--- src/msd_pkg.sv ---
// shared types and constants of the multiplex stream deframer
package msd_pkg;

	// fixed field widths
	localparam int unsigned BYTE_W  = 8;
	localparam int unsigned HDR_W   = 24;
	localparam int unsigned CNT_W   = 48;
	localparam int unsigned CFG_W   = 24;
	localparam int unsigned CFG_IDX_W = 2;

	// header byte counter value at which the channel byte is next
	localparam logic [1:0] HDR_CHAN_NEXT = 2'd3;

	localparam logic [BYTE_W-1:0] NEWLINE = 8'h0A;

	// reset values of the configuration registers
	localparam logic [BYTE_W-1:0] TAG_OFFSET_RST  = 8'd7;
	localparam logic [HDR_W-1:0]  MAX_OOB_LEN_RST = 24'd1024;

	// channel offsets (from tag_offset) that carry remote errors
	localparam logic [BYTE_W-1:0] ERR_OFS_A = 8'd1;
	localparam logic [BYTE_W-1:0] ERR_OFS_B = 8'd3;

	// configuration register indexes
	typedef enum logic [CFG_IDX_W-1:0] {
		CFG_MUX_ENABLE  = 2'd0,
		CFG_TAG_OFFSET  = 2'd1,
		CFG_MAX_OOB_LEN = 2'd2
	} cfg_idx_t;

	// result word kinds
	typedef enum logic [1:0] {
		KIND_STATUS  = 2'd0,
		KIND_DATA    = 2'd1,
		KIND_OOB     = 2'd2,
		KIND_OOB_END = 2'd3
	} kind_t;

	// status codes
	typedef enum logic [1:0] {
		ST_OK       = 2'd0,
		ST_TOO_LONG = 2'd1,
		ST_REMOTE   = 2'd2,
		ST_HALTED   = 2'd3
	} status_t;

	// configuration register contents
	typedef struct packed {
		logic              mux_enable;
		logic [BYTE_W-1:0] tag_offset;
		logic [HDR_W-1:0]  max_oob_len;
	} cfg_t;

	// one result word
	typedef struct packed {
		kind_t             kind;
		logic [BYTE_W-1:0] byte_value;
		logic [BYTE_W-1:0] channel_code;
		logic              msg_last;
		status_t           status;
		logic [CNT_W-1:0]  data_total;
	} res_t;

	// deframer status toward the top level
	typedef struct packed {
		logic halted;
		logic res_valid;
	} dfr_stat_t;

endpackage

--- src/msd_link_if.sv ---
// channel carrying one received link byte per word
interface msd_link_if;
	logic       valid;
	logic       ready;
	logic [7:0] link_byte;

	modport source (output valid, output link_byte, input ready);
	modport sink (input valid, input link_byte, output ready);
endinterface

--- src/msd_result_if.sv ---
// channel carrying one deframer result per word
interface msd_result_if;
	logic        valid;
	logic        ready;
	logic [1:0]  kind;
	logic [7:0]  byte_value;
	logic [7:0]  channel_code;
	logic        msg_last;
	logic [1:0]  status;
	logic [47:0] data_total;

	modport source (output valid, output kind, output byte_value, output channel_code,
		output msg_last, output status, output data_total, input ready);
	modport sink (input valid, input kind, input byte_value, input channel_code,
		input msg_last, input status, input data_total, output ready);
endinterface

--- src/mux_stream_deframer_core.sv ---
// top level of the multiplex stream deframer
// Receive-side deframer for a byte stream with 4-byte multiplex headers. One
// link byte is taken per cycle, sustained, with either side free to stall. An
// accepted byte is held in the input register until the result register can
// take a word; its result word is then loaded into the result register, which
// offers it. A result word that is held in the result register stalls the
// input register, and through it the link, in the same cycle. The rate is set
// by the message state loop, which updates once per byte. Header bytes and
// empty data messages give no result, except that the channel byte of an empty
// or oversized out-of-band message gives one. Configuration is written through
// cfg_we/cfg_index/cfg_wdata; the user must write it only while the block is
// idle, and the block itself does not enforce this. No clearing pass after
// reset.
module mux_stream_deframer_core #(
	parameter int unsigned LEN_BITS = 24
) (
	input  logic                          clk,
	input  logic                          arst_n,
	msd_link_if.sink                      link_in,
	msd_result_if.source                  result_out,
	input  logic                          cfg_we,
	input  logic [msd_pkg::CFG_IDX_W-1:0] cfg_index,
	input  logic [msd_pkg::CFG_W-1:0]     cfg_wdata
);

	msd_pkg::cfg_t              cfg;
	msd_pkg::res_t              res;
	msd_pkg::dfr_stat_t         stat;
	msd_pkg::res_t              out_q;
	logic                       out_valid_q;
	logic                       valid_s1;
	logic [msd_pkg::BYTE_W-1:0] byte_s1;
	logic                       go;

	// process the registered byte when the result register can take a word
	assign go            = valid_s1 && (!out_valid_q || result_out.ready);
	assign link_in.ready = !valid_s1 || go;

	msd_cfg u_cfg (
		.clk       (clk),
		.arst_n    (arst_n),
		.cfg_we    (cfg_we),
		.cfg_index (cfg_index),
		.cfg_wdata (cfg_wdata),
		.cfg       (cfg)
	);

	msd_deframe #(
		.LEN_BITS (LEN_BITS)
	) u_deframe (
		.clk     (clk),
		.arst_n  (arst_n),
		.go      (go),
		.byte_in (byte_s1),
		.cfg     (cfg),
		.res     (res),
		.stat    (stat)
	);

	// input register
	always_ff @(posedge clk or negedge arst_n) begin
		if (!arst_n) begin
			valid_s1 <= 1'b0;
		end else if (link_in.ready) begin
			valid_s1 <= link_in.valid;
		end
	end

	always_ff @(posedge clk) begin
		if (link_in.ready && link_in.valid) begin
			byte_s1 <= link_in.link_byte;
		end
	end

	// result register
	always_ff @(posedge clk or negedge arst_n) begin
		if (!arst_n) begin
			out_valid_q <= 1'b0;
		end else if (go && stat.res_valid) begin
			out_valid_q <= 1'b1;
		end else if (result_out.ready) begin
			out_valid_q <= 1'b0;
		end
	end

	always_ff @(posedge clk) begin
		if (go && stat.res_valid) begin
			out_q <= res;
		end
	end

	assign result_out.valid        = out_valid_q;
	assign result_out.kind         = out_q.kind;
	assign result_out.byte_value   = out_q.byte_value;
	assign result_out.channel_code = out_q.channel_code;
	assign result_out.msg_last     = out_q.msg_last;
	assign result_out.status       = out_q.status;
	assign result_out.data_total   = out_q.data_total;

`ifndef SYNTHESIS
	// a byte waiting in the input register is held until processed
	assert property (@(posedge clk) disable iff (!arst_n)
		valid_s1 && !go |=> valid_s1 && $stable(byte_s1))
		else $error("input register lost or changed a pending byte");

	// a too-long or remote-error result leaves the block halted
	assert property (@(posedge clk) disable iff (!arst_n)
		go && stat.res_valid &&
		(res.status == msd_pkg::ST_TOO_LONG || res.status == msd_pkg::ST_REMOTE)
		|=> stat.halted)
		else $error("error status without halt");

	// once halted, every byte yields a halted status word only
	assert property (@(posedge clk) disable iff (!arst_n)
		go && stat.halted |-> stat.res_valid && res.kind == msd_pkg::KIND_STATUS &&
		res.status == msd_pkg::ST_HALTED)
		else $error("halted block produced a non-status word");
`endif

endmodule

--- src/msd_cfg.sv ---
// configuration register file
module msd_cfg (
	input  logic                          clk,
	input  logic                          arst_n,
	input  logic                          cfg_we,
	input  logic [msd_pkg::CFG_IDX_W-1:0] cfg_index,
	input  logic [msd_pkg::CFG_W-1:0]     cfg_wdata,
	output msd_pkg::cfg_t                 cfg
);

	msd_pkg::cfg_t cfg_q;

	// register writes, unknown indexes ignored
	always_ff @(posedge clk or negedge arst_n) begin
		if (!arst_n) begin
			cfg_q.mux_enable  <= 1'b0;
			cfg_q.tag_offset  <= msd_pkg::TAG_OFFSET_RST;
			cfg_q.max_oob_len <= msd_pkg::MAX_OOB_LEN_RST;
		end else if (cfg_we) begin
			case (cfg_index)
				msd_pkg::CFG_MUX_ENABLE:  cfg_q.mux_enable  <= cfg_wdata[0];
				msd_pkg::CFG_TAG_OFFSET:  cfg_q.tag_offset  <= cfg_wdata[msd_pkg::BYTE_W-1:0];
				msd_pkg::CFG_MAX_OOB_LEN: cfg_q.max_oob_len <= cfg_wdata[msd_pkg::HDR_W-1:0];
				default: ;
			endcase
		end
	end

	assign cfg = cfg_q;

endmodule

--- src/msd_deframe.sv ---
// header tracking, message state and result decision for one link byte
module msd_deframe #(
	parameter int unsigned LEN_BITS = 24
) (
	input  logic                       clk,
	input  logic                       arst_n,
	input  logic                       go,
	input  logic [msd_pkg::BYTE_W-1:0] byte_in,
	input  msd_pkg::cfg_t              cfg,
	output msd_pkg::res_t              res,
	output msd_pkg::dfr_stat_t         stat
);

	logic [1:0]                   seen_q, seen_d;
	logic [msd_pkg::HDR_W-1:0]    hdr_q, hdr_d;
	logic [LEN_BITS-1:0]          rem_q, rem_d, rem_dec, len_w;
	logic [msd_pkg::BYTE_W-1:0]   cur_q, cur_d;
	logic                         halted_q, halted_d;
	logic [msd_pkg::CNT_W-1:0]    cnt_q, cnt_d, cnt_inc;
	logic                         res_valid;
	logic                         err_cur, err_new;
	logic [msd_pkg::BYTE_W-1:0]   ofs_cur, ofs_new;

	// helpers: length field, decremented count, saturating counter
	assign len_w   = hdr_q[LEN_BITS-1:0];
	assign rem_dec = rem_q - LEN_BITS'(1);
	assign cnt_inc = (&cnt_q) ? cnt_q : cnt_q + msd_pkg::CNT_W'(1);

	// error channel detection for the current and the incoming channel
	assign ofs_cur = cur_q - cfg.tag_offset;
	assign ofs_new = byte_in - cfg.tag_offset;
	assign err_cur = (ofs_cur == msd_pkg::ERR_OFS_A) || (ofs_cur == msd_pkg::ERR_OFS_B);
	assign err_new = (ofs_new == msd_pkg::ERR_OFS_A) || (ofs_new == msd_pkg::ERR_OFS_B);

	// next state and result for the byte
	always_comb begin
		seen_d    = seen_q;
		hdr_d     = hdr_q;
		rem_d     = rem_q;
		cur_d     = cur_q;
		halted_d  = halted_q;
		cnt_d     = cnt_q;
		res_valid = 1'b0;
		res.kind         = msd_pkg::KIND_STATUS;
		res.byte_value   = '0;
		res.channel_code = cur_q;
		res.msg_last     = 1'b0;
		res.status       = msd_pkg::ST_OK;
		if (halted_q) begin
			res_valid  = 1'b1;
			res.status = msd_pkg::ST_HALTED;
		end else if (!cfg.mux_enable) begin
			cnt_d            = cnt_inc;
			res_valid        = 1'b1;
			res.kind         = msd_pkg::KIND_DATA;
			res.byte_value   = byte_in;
			res.channel_code = '0;
		end else if (rem_q == '0) begin
			if (seen_q != msd_pkg::HDR_CHAN_NEXT) begin
				// gather a length byte
				case (seen_q)
					2'd0:    hdr_d[7:0]   = byte_in;
					2'd1:    hdr_d[15:8]  = byte_in;
					2'd2:    hdr_d[23:16] = byte_in;
					default: ;
				endcase
				seen_d = seen_q + 2'd1;
			end else begin
				// channel byte completes the header
				cur_d            = byte_in;
				hdr_d            = '0;
				seen_d           = '0;
				rem_d            = len_w;
				res.channel_code = byte_in;
				if (byte_in != cfg.tag_offset) begin
					if (msd_pkg::HDR_W'(len_w) > cfg.max_oob_len) begin
						rem_d      = '0;
						halted_d   = 1'b1;
						res_valid  = 1'b1;
						res.status = msd_pkg::ST_TOO_LONG;
					end else if (len_w == '0) begin
						res_valid    = 1'b1;
						res.kind     = msd_pkg::KIND_OOB_END;
						res.msg_last = 1'b1;
						if (err_new) begin
							halted_d   = 1'b1;
							res.status = msd_pkg::ST_REMOTE;
						end
					end
				end
			end
		end else begin
			// payload byte
			rem_d     = rem_dec;
			res_valid = 1'b1;
			if (cur_q == cfg.tag_offset) begin
				cnt_d          = cnt_inc;
				res.kind       = msd_pkg::KIND_DATA;
				res.byte_value = byte_in;
			end else if (rem_dec != '0) begin
				res.kind       = msd_pkg::KIND_OOB;
				res.byte_value = byte_in;
			end else begin
				res.msg_last = 1'b1;
				if (err_cur) begin
					halted_d   = 1'b1;
					res.status = msd_pkg::ST_REMOTE;
				end
				if (byte_in == msd_pkg::NEWLINE) begin
					res.kind = msd_pkg::KIND_OOB_END;
				end else begin
					res.kind       = msd_pkg::KIND_OOB;
					res.byte_value = byte_in;
				end
			end
		end
		res.data_total = cnt_d;
	end

	// state registers
	always_ff @(posedge clk or negedge arst_n) begin
		if (!arst_n) begin
			seen_q   <= '0;
			hdr_q    <= '0;
			rem_q    <= '0;
			cur_q    <= '0;
			halted_q <= 1'b0;
			cnt_q    <= '0;
		end else if (go) begin
			seen_q   <= seen_d;
			hdr_q    <= hdr_d;
			rem_q    <= rem_d;
			cur_q    <= cur_d;
			halted_q <= halted_d;
			cnt_q    <= cnt_d;
		end
	end

	assign stat.halted    = halted_q;
	assign stat.res_valid = res_valid;

endmodule
--- src/flat_wrapper.sv ---
// flat-port wrapper written by rule: the top's interface ports become plain ports
module mux_stream_deframer_core_flat 
#(
	parameter int unsigned LEN_BITS = 24
)
  (clk, arst_n, cfg_we, cfg_index, cfg_wdata, link_in_valid, link_in_link_byte, link_in_ready, result_out_valid, result_out_kind, result_out_byte_value, result_out_channel_code, result_out_msg_last, result_out_status, result_out_data_total, result_out_ready);
  msd_link_if link_in_i ();
  msd_result_if result_out_i ();
  input  logic clk;
  input  logic arst_n;
  input  logic cfg_we;
  input  logic [msd_pkg::CFG_IDX_W-1:0] cfg_index;
  input  logic [msd_pkg::CFG_W-1:0] cfg_wdata;
  input wire logic [$bits(link_in_i.valid)-1:0] link_in_valid;
  input wire logic [$bits(link_in_i.link_byte)-1:0] link_in_link_byte;
  output wire logic [$bits(link_in_i.ready)-1:0] link_in_ready;
  output wire logic [$bits(result_out_i.valid)-1:0] result_out_valid;
  output wire logic [$bits(result_out_i.kind)-1:0] result_out_kind;
  output wire logic [$bits(result_out_i.byte_value)-1:0] result_out_byte_value;
  output wire logic [$bits(result_out_i.channel_code)-1:0] result_out_channel_code;
  output wire logic [$bits(result_out_i.msg_last)-1:0] result_out_msg_last;
  output wire logic [$bits(result_out_i.status)-1:0] result_out_status;
  output wire logic [$bits(result_out_i.data_total)-1:0] result_out_data_total;
  input wire logic [$bits(result_out_i.ready)-1:0] result_out_ready;
  assign link_in_i.valid = link_in_valid;
  assign link_in_i.link_byte = link_in_link_byte;
  assign link_in_ready = link_in_i.ready;
  assign result_out_valid = result_out_i.valid;
  assign result_out_kind = result_out_i.kind;
  assign result_out_byte_value = result_out_i.byte_value;
  assign result_out_channel_code = result_out_i.channel_code;
  assign result_out_msg_last = result_out_i.msg_last;
  assign result_out_status = result_out_i.status;
  assign result_out_data_total = result_out_i.data_total;
  assign result_out_i.ready = result_out_ready;
  mux_stream_deframer_core #(.LEN_BITS(LEN_BITS)) u_core (.clk(clk), .arst_n(arst_n), .link_in(link_in_i), .result_out(result_out_i), .cfg_we(cfg_we), .cfg_index(cfg_index), .cfg_wdata(cfg_wdata));
endmodule
--- config.mk ---
export PLATFORM = sky130hd
export DESIGN_NAME = mux_stream_deframer_core_flat
export DESIGN_NICKNAME = d
export VERILOG_FILES = /design/src/msd_pkg.sv /design/src/msd_link_if.sv /design/src/msd_result_if.sv /design/src/mux_stream_deframer_core.sv /design/src/msd_cfg.sv /design/src/msd_deframe.sv /design/src/flat_wrapper.sv
export SDC_FILE = /design/constraint.sdc
export NUM_CORES = 1
export LEC_CHECK = 0
export BUFFER_PORTS_ARGS = -buffer_cell sky130_fd_sc_hd__buf_2
export CAP_MARGIN = 20
export CORE_MARGIN = 2
export CORE_UTILIZATION = 35
export DETAILED_ROUTE_END_ITERATION = 12
export SETUP_SLACK_MARGIN = 0.1
export SLEW_MARGIN = 20
export SYNTH_ARGS = -nofsm -noshare
export SYNTH_HDL_FRONTEND = slang
export SYNTH_SLANG_ARGS = --single-unit
--- constraint.sdc ---
create_clock -name clk -period 7.3 [get_ports clk]
set_clock_uncertainty 0.1 [all_clocks]
set_input_delay 1.46 -clock clk [delete_from_list [all_inputs] [get_ports clk]]
set_output_delay 1.46 -clock clk [all_outputs]
set_load 0.1 [all_outputs]
==> impl_metrics.toml, run 1 <==
[global_routing]
grt_use_met1_pct = 22.7
use_met2_pct = 26.6
grt_pass1_wl_um = 44900
use_met3_pct = 2.41
track_usage_pct = 16.3
grt_pass1_vias = 8235
grt-ovfl-total = 0
grt_busiest_layer = "met2"
grt_max_degree = 86
antenna_found_initial = 0

[min_path]
hold_class = "reg -> reg"

[worst_setup_path]
cp_cell_sequence = "buf_2, nand2b_1, nand2_1, nor2_1, o21a_1, nand2_2, nor2b_1, a221o_1"
critPathKind = "in -> reg"
arrival_ns = 4.60
crit_family = "simple AND/OR/NAND/NOR gates"
crit_fanout = 19
max_stage_delay_ns = 0.73
end_kind = "flop"
required_ns = 7.65
cp.buffers_inverters = 1
cp_slowest_cell = "nor2b_1"
startpoint_type = "input port"

[floorplanning]
core_um2 = 32500
start_util_pct = 35.6
pin_count = 110
die_x_um = 186
die_h_um = 186
rows = 66
die-area_um2 = 34600

[timing]
finalMaxSlewViolations = 0
finalHoldViolations = 0
fin_crit_ns = 4.25
setup_viol = 0
finalCritPeriodShare_pct = 58.2
worst_pin_slew_ns = 0.878
fin_ws_ns = 3.05
fmax_mhz = 235
rsz0062_at_grt = "false"
timing.setup.tns_ns = 0
relSlewSlack_pct = 41.4

[place]
io_buffer_count = 109
dp_slack_ns = 2.61
place_congestion = 0.917
hpwlAfterDp_um = 20400
placed_cells = 1590
placed_area_um2 = 12600

[logic_synthesis]
yosysWarnings = 0
synth_nets = 1157
synth_commonest_cells = "dfrtp_1 (138), nand2_1 (100), xnor2_1 (89)"
synth_top_area_cell = "dfrtp_1"
postSynthCellCount = 1072
synthFlopType = "dfrtp_1"
synth_edf_count = 77
syn_area_um2 = 11600
synth-seq-area-share_pct = 50.7
yosys.cell_types.count = 68
ys_ff_latch = 219
synthArstFlopShare_pct = 64.8
synth_top_area_share_pct = 29.8
syn_avg_cell_area_um2 = 10.8
synthTopCellsByArea = "dfrtp_1 (30%), edfxtp_1 (20%), xnor2_1 (6.7%)"
synth.most_common_cell = "dfrtp_1"

[layout]
nets = 1261
final_core_util_pct = 41.2
design_area_um2 = 13400
final_cells = 1635
num_antenna_cells = 0
syn2layout_area_growth_pct = 15.7
layout-drive-gt1-share_pct = 20.6

[power_and_ir_drop]
pwr-share-comb_pct = 21.2
switching_share_pct = 32.2
p_leak_nw = 5.68
p_per_area_nw_per_um2 = 261
pwr-share-clk_pct = 35.8
peakVddDrop_v = 0.000149
switching_power_mw = 1.13
p_int_mw = 2.37
power_frac_seq_pct = 42.9

[detailed_routing]
num_vias = 8497
drt-total-wl_um = 27900
ant_nets = 0
route.detailed.wl_per_inst_um = 17.1
first_iter_violations = 570
drt_first_pass_iters = 5
drc_errors = 0
vias_per_cell = 5.20

[cts]
cts_resized = 0
insertion_delay_ns = 0.51
clock_path_buffers = 3
cts_buffers = 25
cts_setup_buffers = 0
cts.sink_count = 219
cts_tree = "built"
htreeDepth = 1
cts_hold_buf = 0
cts_root_buffer = "clkbuf_16"
clk_pin_slew_ns = 0.06

[job]
max_cap_viol_count = 0

[run_status]
run_status = "complete, no violations"
==> worst reg2reg max path, cell delays in order (launching register included) <==
cell and delay [ns]:
dfrtp_1 0.52, or4_1 0.77, nor4_2 0.40, nand3_1 0.40, a21oi_1 0.35, nor3b_1 0.58, nor2_4 0.20, buf_4 0.38
==> path summary, 6_finish.rpt <==
| kind | start | to | slack, ns | cells after the start |
|---|---|---|---|---|
| max reg2reg | u_core.u_deframe.rem_q[4]$_DFFE_PN0P_ | u_core.result_out.data_total[6]$_DFFE_PP_ | 3.21 | 7 |
| min reg2reg | u_core.u_deframe.rem_q[23]$_DFFE_PN0P_ | u_core.u_deframe.rem_q[23]$_DFFE_PN0P_ | 0.40 | 1 |
| min | u_core.u_deframe.rem_q[23]$_DFFE_PN0P_ | u_core.u_deframe.rem_q[23]$_DFFE_PN0P_ | 0.40 | 1 |
| min in group asynchronous | arst_n | u_core.u_cfg.cfg[20]$_DFFE_PN0P_ | 0.91 | 1 |
| max | result_out_ready | u_core.u_deframe.rem_q[3]$_DFFE_PN0P_ | 3.05 | 8 |
| max in group asynchronous | arst_n | u_core.u_deframe.cnt_q[23]$_DFFE_PN0P_ | 4.82 | 2 |
==> metal layers <==
metal  vias up  wire, µm
li1       4107         -
met1      4115     13000
met2       224     12900
met3        51      1340
met4         0       699
met5         -         0
==> metrics by stage <==
| stage | hold slack (ns) | total power, mW |
|---|---|---|
| after floorplan | 0.349 | 2.11 |
| after global placement | 0.379 | 2.26 |
| after detailed placement | 0.388 | 2.27 |
| after CTS | 0.396 | 3.54 |
| after global routing | 0.414 | 3.67 |
| final | 0.401 | 3.50 |
==> logic make-up (layout without fill, tap and decap cells) <==
group	count (synthesis)	count (layout)	synth area share [%]
xor gates and xnor gates	102	102	7.71
adders and majority gates	46	46	5.10
and+or+nand+nor	410	410	19.3
muxes	68	68	6.61
AOI/OAI and AO/OA	140	140	7.56
buffers and inverters	87	208	3.04
DFF	219	219	50.7
==> registers in the layout, summed over array words and instances, names as in the netlist <==
register / cells
u_core.u_deframe.hdr_q: 24
u_core.u_deframe.rem_q: 24
u_core.result_out.channel_code: 8
u_core.result_out.valid: 1
u_core.result_out.kind: 2
u_core.u_deframe.seen_q: 2
u_core.result_out.data_total: 48
u_core.result_out.msg_last: 1
u_core.u_deframe.cnt_q: 48
u_core.u_cfg.cfg: 33
u_core.result_out.status: 2
u_core.u_deframe.halted_q: 1
u_core.u_deframe.cur_q: 8
u_core.byte_s1: 8
u_core.result_out.byte_value: 8
u_core.valid_s1: 1
==> power groups by stage <==
stage	registers, mW	logic [mW]	clock network, mW
finish	1.50	0.744	1.25
global route	1.52	0.810	1.34
CTS	1.50	0.748	1.29
detailed placement	1.52	0.747	0
global placement	1.52	0.738	0
floorplan	1.74	0.370	0
==> placed cells by master (no fill, tap or decap), types with 15 or more instances in the layout <==
cell       synthesis  layout
nor4_1            31      31
o21ai_0           35      35
and2_1            15      15
nor2_1            55      52
clkbuf_16          0      25
ha_1              44      44
edfxtp_1          77      77
nand3_1           48      48
mux2_2            68      68
dfrtp_1          138     138
nand2_1          100     100
nor3_1            25      25
xnor2_1           89      89
nand4_1           41      41
a21oi_1           46      46
buf_2              8     108
inv_1             48      48
==> area by class of cell <==
| class | count | area, µm² |
|---|---|---|
| timing repair buffer | 116 | 608 |
| sequential | 219 | 5870 |
| clock inverter | 9 | 124 |
| multi-input combinational | 766 | 5370 |
| inverter | 48 | 180 |
| tap | 442 | 553 |
| clock buffer | 35 | 693 |
| fill | 3273 | 19100 |
(Power assumes the default switching activity.)
==> run 2: changes to the inputs <==
--- a/config.mk
+++ b/config.mk
@@ -5,6 +5,7 @@
 export SDC_FILE = /design/constraint.sdc
 export NUM_CORES = 1
 export LEC_CHECK = 0
+export ABC_AREA = 1
 export BUFFER_PORTS_ARGS = -buffer_cell sky130_fd_sc_hd__buf_2
 export CAP_MARGIN = 20
 export CORE_MARGIN = 2
==> constraint.sdc (replaced) <==
create_clock -name clk -period 4.43 [get_ports clk]
set_clock_uncertainty 0.1 [all_clocks]
set_input_delay 0.886 -clock clk [delete_from_list [all_inputs] [get_ports clk]]
set_output_delay 0.886 -clock clk [all_outputs]
set_load 0.1 [all_outputs]
==> run 2 against run 1 <==
Routed wire length rose by 23%. Register-to-register slack worse by 2.1 ns. Clock-buffer cell count down 2. Sequential share of layout area shrank 2.5 points. Worst setup slack got worse by 1.9 ns. Critical path type is now reg -> reg. Critical endpoint is now u_core.result_out.channel_code[7]$_DFFE_PP_. Largest cell class unchanged.
==> impl_metrics.toml, run 2 <==
[timing]
rsz0062_at_grt = "false"
fin_crit_ns = 3.30
finalMaxSlewViolations = 0
setup_viol = 0
relSlewSlack_pct = 33.9
finalCritPeriodShare_pct = 74.5
finalHoldViolations = 0
worst_pin_slew_ns = 0.989
fmax_mhz = 303
timing.setup.tns_ns = 0

[logic_synthesis]
syn_area_um2 = 12400
synth-seq-area-share_pct = 47.5
synth_top_area_share_pct = 27.9
synth_nets = 1608
postSynthCellCount = 1523
synth_edf_count = 77
synthFlopType = "dfrtp_1"
synth.most_common_cell = "nand2_1"
yosys.cell_types.count = 50
synthArstFlopShare_pct = 64.8
synth_top_area_cell = "dfrtp_1"
synth_commonest_cells = "nand2_1 (375), nor2_1 (183), inv_1 (168)"
yosysWarnings = 0
ys_ff_latch = 219
syn_avg_cell_area_um2 = 8.12
synthTopCellsByArea = "dfrtp_1 (28%), edfxtp_1 (19%), nand2_1 (11%)"

[detailed_routing]
num_vias = 10520
vias_per_cell = 5.01
route.detailed.wl_per_inst_um = 16.4
ant_nets = 0
drc_errors = 0
first_iter_violations = 818
drt_first_pass_iters = 5
drt-total-wl_um = 34400

[layout]
final_common_cell = "nand2_1"
seq_area_um2 = 5870
layout-drive-gt1-share_pct = 12.7
syn2layout_area_growth_pct = 15.0
fillerInstances = 3497
final_core_util_pct = 41.1
mostFrequentLayoutCells = "nand2_1 (375), nor2_1 (183), inv_1 (166)"
multiInputGateArea_um2 = 5660
nets = 1712
num_antenna_cells = 0

[worst_setup_path]
startpoint_type = "flop"
cp.buffers_inverters = 3
required_ns = 4.61
end_kind = "flop"
arrival_ns = 3.48
cp_cell_sequence = "inv_1, ha_1, nand2_4, nor2_8, nand4_4, nor2_8, inv_2, nor2_1, inv_1, o21ai_0, a2bb2oi_1"
critPathKind = "reg -> reg"
crit_family = "simple AND/OR/NAND/NOR gates"
max_stage_delay_ns = 0.55
cp_slowest_cell = "nor2_1"
crit_fanout = 26

[cts]
cts_buffers = 24
cts_root_buffer = "clkbuf_16"
insertion_delay_ns = 0.53
cts.sink_count = 219
cts_tree = "built"
cts_resized = 0
clock_path_buffers = 3
cts_hold_buf = 0
htreeDepth = 1
cts_setup_buffers = 0
clk_pin_slew_ns = 0.07

[global_routing]
antenna_found_initial = 0
grt_pass1_vias = 10086
grt_max_degree = 83
grt_pass1_wl_um = 54900
track_usage_pct = 18.8
grt-ovfl-total = 0

[job]
max_cap_viol_count = 0

[power_and_ir_drop]
p_leak_nw = 6.68
p_per_area_nw_per_um2 = 444
peakVddDrop_v = 0.000331
total_power_mw = 6.31

[floorplanning]
die_x_um = 192
die_h_um = 192
rows = 68
core_um2 = 34600
start_util_pct = 35.7
die-area_um2 = 36900
pin_count = 110

[place]
io_buffer_count = 109
place_congestion = 0.889
hpwlAfterDp_um = 25900

[min_path]
hold_class = "in -> async"

[run_status]
run_status = "complete, no violations"
==> run 2: cell count changes after synthesis, moves of 23 or more <==
cell | before | now
nand2_1 | 100 | 375
nor2_1 | 55 | 183
inv_1 | 48 | 168
xnor2_1 | 89 | 15
mux2_2 | 68 | 0
a21oi_1 | 46 | 88
o21ai_1 | 2 | 41
nand3_1 | 48 | 85
o211ai_1 | 2 | 27
o21ai_0 | 35 | 58
==> run 2: path summary, 6_finish.rpt <==
path | to | depth (start not counted) | slack (ns) | startpoint
max in group asynchronous | u_core.u_deframe.cnt_q[45]$_DFFE_PN0P_ | 2 | 3.05 | arst_n
worst min register to register | u_core.u_cfg.cfg[27]$_DFFE_PN0P_ | 2 | 0.39 | u_core.u_cfg.cfg[27]$_DFFE_PN0P_
worst min-delay path | u_core.u_cfg.cfg[9]$_DFFE_PN0P_ | 1 | 0.32 | arst_n
min in group clk | u_core.u_cfg.cfg[27]$_DFFE_PN0P_ | 2 | 0.39 | u_core.u_cfg.cfg[27]$_DFFE_PN0P_
worst max register to register | u_core.result_out.channel_code[7]$_DFFE_PP_ | 11 | 1.13 | u_core.u_deframe.rem_q[0]$_DFFE_PN0P_
worst max-delay path | u_core.result_out.channel_code[7]$_DFFE_PP_ | 11 | 1.13 | u_core.u_deframe.rem_q[0]$_DFFE_PN0P_
==> run 2: worst reg2reg max path, stage by stage, from the launching register on <==
cell and delay (ns):
dfrtp_1 0.39, inv_1 0.17, ha_1 0.34, nand2_4 0.14
nor2_8 0.15, nand4_4 0.12, nor2_8 0.37, inv_2 0.15
nor2_1 0.55, inv_1 0.25, o21ai_0 0.24, a2bb2oi_1 0.09
==> run 2: kinds of logic after synthesis <==
kind of cell             synth area share, %
XOR/XNOR                                3.33
AND/OR/NAND/NOR                         27.2
flip-flops                              47.5
buffers and inverters                   6.72
AO/OA/AOI/OAI                           10.5
adder cells (fa/ha/maj)                 4.78
==> run 2: layout make-up <==
cell class              instances  area share, %
multi-input cells            1089           39.8
clock inverters                11           1.07
well taps                     455           4.00
flip-flops and latches        219           41.3
repair buffers                116           4.43
inverters                     177           4.67
clock buffers                  33           4.67
==> run 2: power by group <==
part / internal [mW] / leakage (nW) / switching (mW)
Clock: 1.23 / 0.390 / 0.844
Sequential: 2.42 / 2.62 / 0.179
Combinational: 0.309 / 3.67 / 1.32
==> run 2: through the flow <==
stage | cell area [µm²] | std cells | hold slack, ns | setup slack (ns)
3_3_place_gp | 13400 | 2056 | 0.368 | 1.17
4_1_cts | 14200 | 2100 | 0.334 | 1.16
6_report | 14200 | 2100 | 0.316 | 1.13
5_1_grt | 14200 | 2100 | 0.368 | 0.865
3_5_place_dp | 13400 | 2056 | 0.375 | 1.16
2_1_floorplan | 12400 | 1523 | 0.353 | 0.582
==> run 2: metal layers <==
layer / track usage (%) / share of wire (%)
met1: 27.5 / 48
met2: 29.5 / 44
met3: 2.14 / 5.2
met4: 5.00 / 2.7
met5: 0 / 0
==> run 3: changes to the inputs <==
==> constraint.sdc (replaced) <==
create_clock -name clk -period 2.65 [get_ports clk]
set_clock_uncertainty 0.1 [all_clocks]
set_input_delay 0.53 -clock clk [delete_from_list [all_inputs] [get_ports clk]]
set_output_delay 0.53 -clock clk [all_outputs]
set_load 0.1 [all_outputs]
==> run 3 against run 2 <==
Global-route usage up 0.87 points. Non-clock buffer count is 108 higher. Sequential power increased by 67%. Hold slack lost 0.26 ns. Sequential share of layout area is 4.3 points lower. Power grew 75%. First-iteration DRC count is 3.4% lower. Largest power group unchanged. Combinational power up 89%. Register-to-register slack worse by 1.1 ns.
==> impl_metrics.toml, run 3 (synthesis results as in run 2) <==
[detailed_routing]
num_vias = 11123
drt_first_pass_iters = 6
ant_nets = 0
first_iter_violations = 790
vias_per_cell = 5.03
drc_errors = 0
route.detailed.wl_per_inst_um = 16.7
drt-total-wl_um = 36900

[power_and_ir_drop]
p_per_area_nw_per_um2 = 697
p_leak_nw = 7.41
peakVddDrop_v = 0.000613

[cts]
clock_path_buffers = 3
cts_tree = "built"
cts_root_buffer = "clkbuf_16"
insertion_delay_ns = 0.54
cts.sink_count = 219
htreeDepth = 1
clk_pin_slew_ns = 0.06
cts_buffers = 26

[global_routing]
grt_pass1_wl_um = 57300
grt_pass1_vias = 10627
grt-ovfl-total = 0
antenna_found_initial = 0
track_usage_pct = 19.7
grt_max_degree = 61

[floorplanning]
die_h_um = 192
die-area_um2 = 36900
core_um2 = 34600
pin_count = 110
die_x_um = 192
rows = 68
start_util_pct = 35.7

[timing]
setup_viol = 0
finalCritPeriodShare_pct = 98.7
rsz0062_at_grt = "true"
fin_crit_ns = 2.62
relSlewSlack_pct = 55.9
whs_ns = 0.0591
finalMaxSlewViolations = 0
worst_pin_slew_ns = 0.662
fmax_mhz = 382
timing.setup.tns_ns = 0
finalHoldViolations = 0

[layout]
final_common_cell = "nand2_1"
final_core_util_pct = 45.8
fillerInstances = 3388
num_antenna_cells = 0
mostFrequentLayoutCells = "nand2_1 (356), nor2_1 (159), inv_1 (154)"
design_area_um2 = 15900
layout-drive-gt1-share_pct = 24.2
nets = 1822
syn2layout_area_growth_pct = 28.3

[run_status]
run_status = "complete, no violations"

[worst_setup_path]
startpoint_type = "flop"
required_ns = 2.81
arrival_ns = 2.78
end_kind = "flop"
r2r_cells = 14
critPathKind = "reg -> reg"
crit_fanout = 6

[place]
place_congestion = 0.888
placed_area_um2 = 14100
hpwlAfterDp_um = 27300
io_buffer_count = 109

[min_path]
whs_path_depth = 1
hold_class = "in -> reg"

[job]
max_cap_viol_count = 0
==> run 3: cell types whose count changed in the layout (fill, tap and decap cells not counted), moves of 12 or more <==
cell	delta
buf_4	+86
nand3_1	-14
nand2_2	+16
inv_1	-12
nand2_1	-19
nor2_4	+13
nor2_1	-24
nand3_2	+12
==> run 3: path summary, 6_finish.rpt <==
check / start / end / slack (ns)
max: u_core.u_cfg.cfg[26]$_DFFE_PN1P_ / u_core.result_out.data_total[22]$_DFFE_PP_ / 0.03
min: link_in_link_byte[4] / u_core.byte_s1[4]$_DFFE_PP_ / 0.06
max reg2reg: u_core.u_cfg.cfg[26]$_DFFE_PN1P_ / u_core.result_out.data_total[22]$_DFFE_PP_ / 0.03
min reg2reg: u_core.u_cfg.cfg[28]$_DFFE_PN0P_ / u_core.u_cfg.cfg[28]$_DFFE_PN0P_ / 0.39
max in group asynchronous: arst_n / u_core.u_deframe.cnt_q[43]$_DFFE_PN0P_ / 1.16
min in group asynchronous: arst_n / u_core.u_cfg.cfg[11]$_DFFE_PN0P_ / 0.45
==> run 3: per-layer routing <==
layer	wire, µm	global-route usage (%)	vias to the layer above	share of wire [%]
li1	-	-	5467	-
met2	16800	31.6	308	46
met4	958	5.53	0	2.6
met5	0	0	-	0
met3	1650	1.83	61	4.5
met1	17400	28.3	5287	47
==> run 3: stage by stage <==
| stage | std cells | setup slack, ns | total power, mW |
|---|---|---|---|
| 2_1_floorplan | 1523 | -0.373 | 6.54 |
| 3_3_place_gp | 2138 | 0.0472 | 7.21 |
| 3_5_place_dp | 2138 | -0.0280 | 7.24 |
| 4_1_cts | 2198 | 0.0579 | 10.9 |
| 5_1_grt | 2212 | -0.0497 | 11.6 |
| 6_report | 2212 | 0.0335 | 11.1 |
==> run 3: area by class of cell <==
class | count | area (µm²) | area share (%)
Multi-Input combinational cell | 1089 | 6240 | 39.3
Sequential cell | 219 | 5880 | 37.0
Timing Repair Buffer | 224 | 1630 | 10.3
Clock buffer | 39 | 759 | 4.79
Inverter | 177 | 678 | 4.27
Tap cell | 455 | 569 | 3.59
Clock inverter | 9 | 115 | 0.725
==> run 3: critical path, cell delays in order, from the launching register on <==
cell,delay [ns]
dfstp_2,0.54
inv_2,0.06
buf_6,0.11
ha_4,0.24
nand2_4,0.06
inv_2,0.04
nand4_1,0.15
nand2_1,0.10
inv_2,0.12
nand2_4,0.07
o2111ai_4,0.21
nand2_2,0.10
clkinvlp_4,0.13
buf_8,0.15
clkbuf_16,0.16
==> run 3: timing repair <==
item | 4_1_cts | 5_1_grt
resized for setup | 20 | 131
gates cloned | 1 | 4
endpoints found under the hold margin | 56 | 0
hold buffers | 1 | 0
setup endpoints to repair | 76 | 184
pin swaps | 12 | 55
buffers inserted | 11 | 10
==> run 3: report_power, final <==
part	internal [mW]	switching (mW)
logic	0.731	2.35
registers	4.05	0.299
clock network	2.18	1.45
